$ cat src/hdl/nvrgb_pkg.sv
// Shared types and constants for the NV12/NV21 to RGB block converter.
package nvrgb_pkg;

  // Field and bus widths
  localparam int BYTE_W = 8;
  localparam int IN_FIELDS = 6;
  localparam int OUT_FIELDS = 12;
  localparam int IN_DATA_W = IN_FIELDS * BYTE_W;
  localparam int OUT_DATA_W = OUT_FIELDS * BYTE_W;
  localparam int PIXELS = 4;

  // Working width of the Q7 sums (covers -32960 .. 68441)
  localparam int TERM_W = 18;
  typedef logic signed [TERM_W-1:0] term_t;

  // Q7 coefficients and offsets (BT.601)
  localparam term_t COEF_V_TO_R = 18'sd204;
  localparam term_t COEF_V_TO_G = -18'sd104;
  localparam term_t COEF_U_TO_G = -18'sd50;
  localparam term_t COEF_U_TO_B = 18'sd258;
  localparam term_t Q7_HALF = 18'sd64;
  localparam term_t Q7_MAX = 18'sd32640;
  localparam int Q7_SHIFT = 7;
  localparam logic [15:0] COEF_Y = 16'd149;
  localparam logic [7:0] LUMA_OFFSET = 8'd16;
  localparam logic signed [8:0] CHROMA_MID = 9'sd128;

  // Chroma order register values
  localparam logic ORDER_NV12 = 1'b0;
  localparam logic ORDER_NV21 = 1'b1;

  // Chroma contributions shared by the four pixels of a block
  typedef struct packed {
    term_t red;
    term_t green;
    term_t blue;
  } chroma_terms_t;

  // One output pixel
  typedef struct packed {
    logic [BYTE_W-1:0] blue;
    logic [BYTE_W-1:0] green;
    logic [BYTE_W-1:0] red;
  } rgb_t;

endpackage

$ cat src/hdl/nvrgb_chroma.sv
// Chroma byte ordering and the three chroma terms shared by a 2x2 block.
module nvrgb_chroma
  import nvrgb_pkg::*;
(
  input  logic [BYTE_W-1:0] chroma_first,
  input  logic [BYTE_W-1:0] chroma_second,
  input  logic              chroma_order,
  output chroma_terms_t     terms
);

  logic [BYTE_W-1:0] u_raw;
  logic [BYTE_W-1:0] v_raw;
  logic signed [8:0] u;
  logic signed [8:0] v;

  // NV12 carries U first, NV21 carries V first
  always_comb begin
    if (chroma_order == ORDER_NV21) begin
      v_raw = chroma_first;
      u_raw = chroma_second;
    end else begin
      u_raw = chroma_first;
      v_raw = chroma_second;
    end
  end

  // Center chroma around zero
  assign u = $signed({1'b0, u_raw}) - CHROMA_MID;
  assign v = $signed({1'b0, v_raw}) - CHROMA_MID;

  // Rounding half folded into each term; green adds it once
  assign terms.red   = term_t'(v) * COEF_V_TO_R + Q7_HALF;
  assign terms.green = term_t'(v) * COEF_V_TO_G + term_t'(u) * COEF_U_TO_G + Q7_HALF;
  assign terms.blue  = term_t'(u) * COEF_U_TO_B + Q7_HALF;

endmodule

$ cat src/hdl/nvrgb_pixel.sv
// Luma scaling, chroma add and Q7 clamp for one pixel.
module nvrgb_pixel
  import nvrgb_pkg::*;
(
  input  logic [BYTE_W-1:0] luma,
  input  chroma_terms_t     terms,
  output rgb_t              rgb
);

  logic [BYTE_W-1:0] y_off;
  logic [15:0]       yt;
  term_t             yt_s;

  // Clamp to 0..255 in Q7, then drop the fraction
  function automatic logic [BYTE_W-1:0] clamp_q7(input term_t sum);
    logic [BYTE_W-1:0] res;
    if (sum < 0) begin
      res = '0;
    end else if (sum > Q7_MAX) begin
      res = '1;
    end else begin
      res = sum[Q7_SHIFT +: BYTE_W];
    end
    return res;
  endfunction

  // Offset luma floored at zero, then scaled
  assign y_off = (luma < LUMA_OFFSET) ? '0 : luma - LUMA_OFFSET;
  assign yt    = {8'd0, y_off} * COEF_Y;
  assign yt_s  = $signed({2'b00, yt});

  assign rgb.red   = clamp_q7(yt_s + terms.red);
  assign rgb.green = clamp_q7(yt_s + terms.green);
  assign rgb.blue  = clamp_q7(yt_s + terms.blue);

endmodule

$ cat src/hdl/nv12_to_rgb_block.sv
// Top level: NV12/NV21 2x2 block to twelve RGB bytes, BT.601 Q7 arithmetic.
//
//  channel | dir | contents
//  --------+-----+---------------------------------------------------------
//  s_*     | in  | one 2x2 luma block plus its interleaved chroma pair
//  m_*     | out | R,G,B for the four pixels of the block
//  cfg_*   | in  | chroma_order: 0 = U first (NV12), 1 = V first (NV21)
//
//  One block per cycle sustained while m_tready is high. A request lands in
//  the input register, the conversion runs in one pass of logic and lands in
//  the output register. A stalled output register holds its request while the
//  input register still takes one more; s_tready drops only when both are
//  full. Reset clears both valid flags and sets chroma_order to NV12.
module nv12_to_rgb_block
  import nvrgb_pkg::*;
(
  input  logic                  clk,
  input  logic                  rst,
  // cfg: write enable and chroma_order bit
  input  logic                  cfg_we,
  input  logic                  cfg_wdata,
  // input stream
  input  logic                  s_tvalid,
  output logic                  s_tready,
  // s_tdata, low to high: luma_top_left, luma_top_right, luma_bottom_left,
  // luma_bottom_right, chroma_first, chroma_second
  input  logic [IN_DATA_W-1:0]  s_tdata,
  // output stream
  output logic                  m_tvalid,
  input  logic                  m_tready,
  // m_tdata, low to high: red/green/blue_top_left, red/green/blue_top_right,
  // red/green/blue_bottom_left, red/green/blue_bottom_right
  output logic [OUT_DATA_W-1:0] m_tdata
);

  logic                  chroma_order;
  logic                  s1_valid;
  logic [IN_DATA_W-1:0]  s1_data;
  logic                  s1_adv;
  chroma_terms_t         terms;
  rgb_t [PIXELS-1:0]     rgb;
  logic [OUT_DATA_W-1:0] m_tdata_next;

  // Handshake: input register moves on when the output register is free
  assign s1_adv   = s1_valid && (!m_tvalid || m_tready);
  assign s_tready = !s1_valid || s1_adv;

  // Configuration register
  always_ff @(posedge clk) begin
    if (rst) begin
      chroma_order <= ORDER_NV12;
    end else if (cfg_we) begin
      chroma_order <= cfg_wdata;
    end
  end

  // Input register
  always_ff @(posedge clk) begin
    if (rst) begin
      s1_valid <= 1'b0;
    end else if (s_tready) begin
      s1_valid <= s_tvalid;
    end
  end

  always_ff @(posedge clk) begin
    if (s_tvalid && s_tready) begin
      s1_data <= s_tdata;
    end
  end

  // Chroma terms shared by the block
  nvrgb_chroma u_chroma (
    .chroma_first  (s1_data[4*BYTE_W +: BYTE_W]),
    .chroma_second (s1_data[5*BYTE_W +: BYTE_W]),
    .chroma_order  (chroma_order),
    .terms         (terms)
  );

  // One converter per pixel
  for (genvar p = 0; p < PIXELS; p++) begin : g_pix
    nvrgb_pixel u_pixel (
      .luma  (s1_data[p*BYTE_W +: BYTE_W]),
      .terms (terms),
      .rgb   (rgb[p])
    );
    assign m_tdata_next[p*3*BYTE_W +: 3*BYTE_W] = {rgb[p].blue, rgb[p].green, rgb[p].red};
  end

  // Output register
  always_ff @(posedge clk) begin
    if (rst) begin
      m_tvalid <= 1'b0;
    end else if (!m_tvalid || m_tready) begin
      m_tvalid <= s1_valid;
    end
  end

  always_ff @(posedge clk) begin
    if (s1_adv) begin
      m_tdata <= m_tdata_next;
    end
  end

  // A request leaving the input register shows up at the output
  a_adv_to_out: assert property (@(posedge clk) disable iff (rst)
    s1_adv |=> m_tvalid)
    else $error("converted request did not reach the output register");

  // Backpressure only when the input register is full and cannot move
  a_ready_full: assert property (@(posedge clk) disable iff (rst)
    !s_tready |-> (s1_valid && m_tvalid && !m_tready))
    else $error("s_tready low without a full pipeline");

  // A blocked request stays in the input register
  a_s1_hold: assert property (@(posedge clk) disable iff (rst)
    (s1_valid && !s1_adv) |=> (s1_valid && $stable(s1_data)))
    else $error("blocked request lost from the input register");

  // An accepted request occupies the input register next cycle
  a_accept_s1: assert property (@(posedge clk) disable iff (rst)
    (s_tvalid && s_tready) |=> s1_valid)
    else $error("accepted request not held");

endmodule
$ cat config.mk
export PLATFORM = sky130hd
export DESIGN_NAME = nv12_to_rgb_block
export DESIGN_NICKNAME = d
export VERILOG_FILES = /design/src/hdl/nvrgb_pkg.sv /design/src/hdl/nvrgb_chroma.sv /design/src/hdl/nvrgb_pixel.sv /design/src/hdl/nv12_to_rgb_block.sv
export SDC_FILE = /design/constraint.sdc
export NUM_CORES = 1
export LEC_CHECK = 0
export ABC_AREA = 1
export BUFFER_PORTS_ARGS = -buffer_cell sky130_fd_sc_hd__clkbuf_2
export CORE_ASPECT_RATIO = 0.6
export CORE_MARGIN = 2
export CORE_UTILIZATION = 45
export DETAILED_ROUTE_END_ITERATION = 8
export SYNTH_ARGS = -nofsm -noshare
export SYNTH_HDL_FRONTEND = slang
export SYNTH_SLANG_ARGS = --single-unit
$ cat constraint.sdc
create_clock -name clk -period 16.5 [get_ports clk]
set_clock_uncertainty 0.15 [all_clocks]
set_input_delay 1.65 -clock clk [delete_from_list [all_inputs] [get_ports clk]]
set_output_delay 1.65 -clock clk [all_outputs]
set_load 0.01 [all_outputs]
==> flow_metrics.tcl <==
set metrics [dict create \
    dp_slack_ns 7.570 \
    netlist_area_um2 25930 \
    antenna_found_initial 0 \
    num_vias 24600 \
    fp.dieArea_um2 59630 \
    cts-root-buf "clkbuf_16" \
    worst_ep_required_time_ns 16.55 \
    yosysWarnings 0 \
    grt_overflow_total 0 \
    cts_made_buffers 17 \
    drt-pass1-iter-count 6 \
    port_buffers 151 \
    fin_area_um2 28350 \
    wire_per_inst_um 17.20 \
    fin_tns_setup_ns 0 \
    synth-edff-count 144 \
    worst_slew_pin_slew_ns 1.310 \
    place_inst 4725 \
    ios 152 \
    synth_nets 4382 \
    vias_per_cell 5.171 \
    drc 0 \
    max_freq_mhz 109.9 \
    synth_seq_area_share 0.1691 \
    grt_pass1_wl_um 126400 \
    synthCells 3797 \
    gp_congestion 1.011 \
    initial_core_util 0.4529 \
    drt_iter0_drc 2642 \
    h-tree-depth 4 \
    synth_common_cells "945 x nand2_1, 823 x inv_1, 458 x ha_1, 294 x nor2_1, 275 x nand3_1" \
    synth_top_area_frac 0.2210 \
    final_nets 4559 \
    hpwlAfterDp_um 68020 \
    slowest_delay_ns 0.83 \
    r2r_slack_ns 7.40 \
    synthTopCellsByArea "ha_1 22%, edfxtp_1 17%, nand2_1 14%, inv_1 12%, fa_1 5.6%" \
    post_cts_resized 0 \
    cp_slowest_cell "xnor2_1" \
    synthArstFlopShare 0 \
    worst_path_most_repeated_cell "ha_1" \
    cts_buffer_depth 2 \
    period_share 0.5513 \
    antenna_cells 0 \
    grt_pass1_vias 22200 \
    clk_pin_slew_worst_paths_ns 0.08 \
    grt_setup_unrepaired "no" \
    clk_latency_ns 0.50 \
    slew_headroom 0.1237 \
    track_usage 0.2772 \
    synth_cell_type_count 54 \
    setup_ws_ns 7.403 \
    path_max_fanout 21 \
    synthFlopType "edfxtp_1" \
    postCtsSetupRepairBufs 0 \
    outcome "complete, no violations" \
    ant_nets 0 \
    fin_crit_ns 9.097 \
    critPathArrivalTime_ns 9.15 \
    grt_max_degree 71 \
    yosysMostFrequentCell "nand2_1" \
    avgSynthCellArea_um2 6.830 \
    placed_area_um2 27730 \
    critPathLaunchType "flop" \
    hold_class "flop to flop" \
    hold_viol 0 \
    area_growth_pct 9.317 \
    drive_above_1_share 0.06847 \
    rows 68 \
    end_kind "flop" \
    finalWirelength_um 81800 \
    cts.sinks 147 \
    synth_top_area_cell "ha_1" \
    final-max-slew-violation-count 0 \
    setup_viol 0 \
    die_y_um 189.9 \
    die_w_um 313.9 \
    ctsHoldBuffers 0 \
    coreArea_um2 57260 \
    synth_seq_cells 147 \
    max_cap_violations 0 \
    critPathKind "flop to flop" \
    layout.cells.non_filler 4757 \
    cts_tree "yes" \
]
## state kept, by name, summed over array words and instances (netlist names)
register      flops
s1_valid          1
s1_data          48
m_tvalid          1
chroma_order      1
m_tdata          96
## layout make-up
| cell class | count | area [µm²] |
|---|---|---|
| clock buffer | 17 | 425.4 |
| clock inverter | 15 | 191.4 |
| fill | 5889 | 28910 |
| inverter | 829 | 3112 |
| multi-input combinational | 2816 | 18430 |
| sequential | 147 | 4384 |
| tap | 770 | 963.4 |
| timing repair buffer | 163 | 845.8 |
## metrics by stage
stage	utilization	hold WS [ns]
floorplan	-	0.2948
global placement	0.4843	0.3822
detailed placement	0.4843	0.3689
CTS	0.4951	0.3817
global route	0.4951	0.4041
finish	0.4951	0.3818
## logic make-up (layout without fill, tap and decap cells)
group / after synthesis / after routing / synth area share
and+or+nand+nor: 1740 / 1740 / 0.2894
buffers and inverters: 834 / 1024 / 0.1211
adders and majority gates: 531 / 531 / 0.2773
AOI/OAI and AO/OA: 384 / 384 / 0.08395
xor gates and xnor gates: 161 / 161 / 0.05915
DFF: 147 / 147 / 0.1691
## routing by layer
layer  global-route usage  wire length (µm)
met5                    0                 0
met1               0.4253             41520
met3              0.08208              9001
met4              0.05171              1157
met2               0.3775             30120
## layout by cell type, fill, tap and decap left out, types with 3 or more instances in the layout
| cell type | Yosys | final |
|---|---|---|
| nand3b_1 | 22 | 22 |
| o211ai_1 | 11 | 11 |
| nor3_1 | 32 | 32 |
| fa_1 | 73 | 73 |
| clkbuf_16 | 0 | 17 |
| o21ai_2 | 5 | 5 |
| a21o_1 | 19 | 19 |
| ha_1 | 458 | 458 |
| nand2_2 | 12 | 12 |
| xnor2_2 | 6 | 7 |
| nand4_1 | 118 | 118 |
| a211oi_1 | 3 | 3 |
| nand3_2 | 6 | 6 |
| or2_2 | 16 | 16 |
| a21boi_0 | 5 | 5 |
| xor2_2 | 3 | 3 |
| dfxtp_1 | 3 | 3 |
| a21oi_1 | 206 | 205 |
| a31oi_1 | 21 | 21 |
| inv_8 | 0 | 4 |
| nand3_1 | 275 | 275 |
| clkbuf_2 | 0 | 151 |
| o21bai_1 | 17 | 17 |
| xor2_1 | 97 | 97 |
| nand2_1 | 945 | 945 |
| nor2_1 | 294 | 294 |
| inv_1 | 823 | 822 |
| edfxtp_1 | 144 | 144 |
| buf_4 | 2 | 12 |
| xor2_4 | 3 | 3 |
| nor2_2 | 4 | 4 |
| clkinv_8 | 0 | 7 |
| xnor2_1 | 52 | 51 |
| o21ai_0 | 83 | 83 |
| or2_1 | 4 | 4 |
| inv_2 | 6 | 7 |
## worst max-delay path: cells and delay by family (launching register included)
family                   cells  cell delay [ns]
flip-flops                   1             0.52
AND/OR/NAND/NOR             11             1.40
XOR/XNOR                     3             1.19
AO/OA/AOI/OAI                8             1.78
adder cells (fa/ha/maj)      8             3.15
buffers and inverters        3             0.63
## worst paths after layout
| kind | startpoint | endpoint | cells after the start |
|---|---|---|---|
| worst max-delay path | chroma_order | m_tdata[35] | 33 |
| worst min-delay path | s1_valid | m_tvalid | 2 |
| worst max register to register | chroma_order | m_tdata[35] | 33 |
| worst min register to register | s1_valid | m_tvalid | 2 |
Power is not shown: default switching activity piles up to over one toggle a cycle in this logic, so the estimate is an artifact.
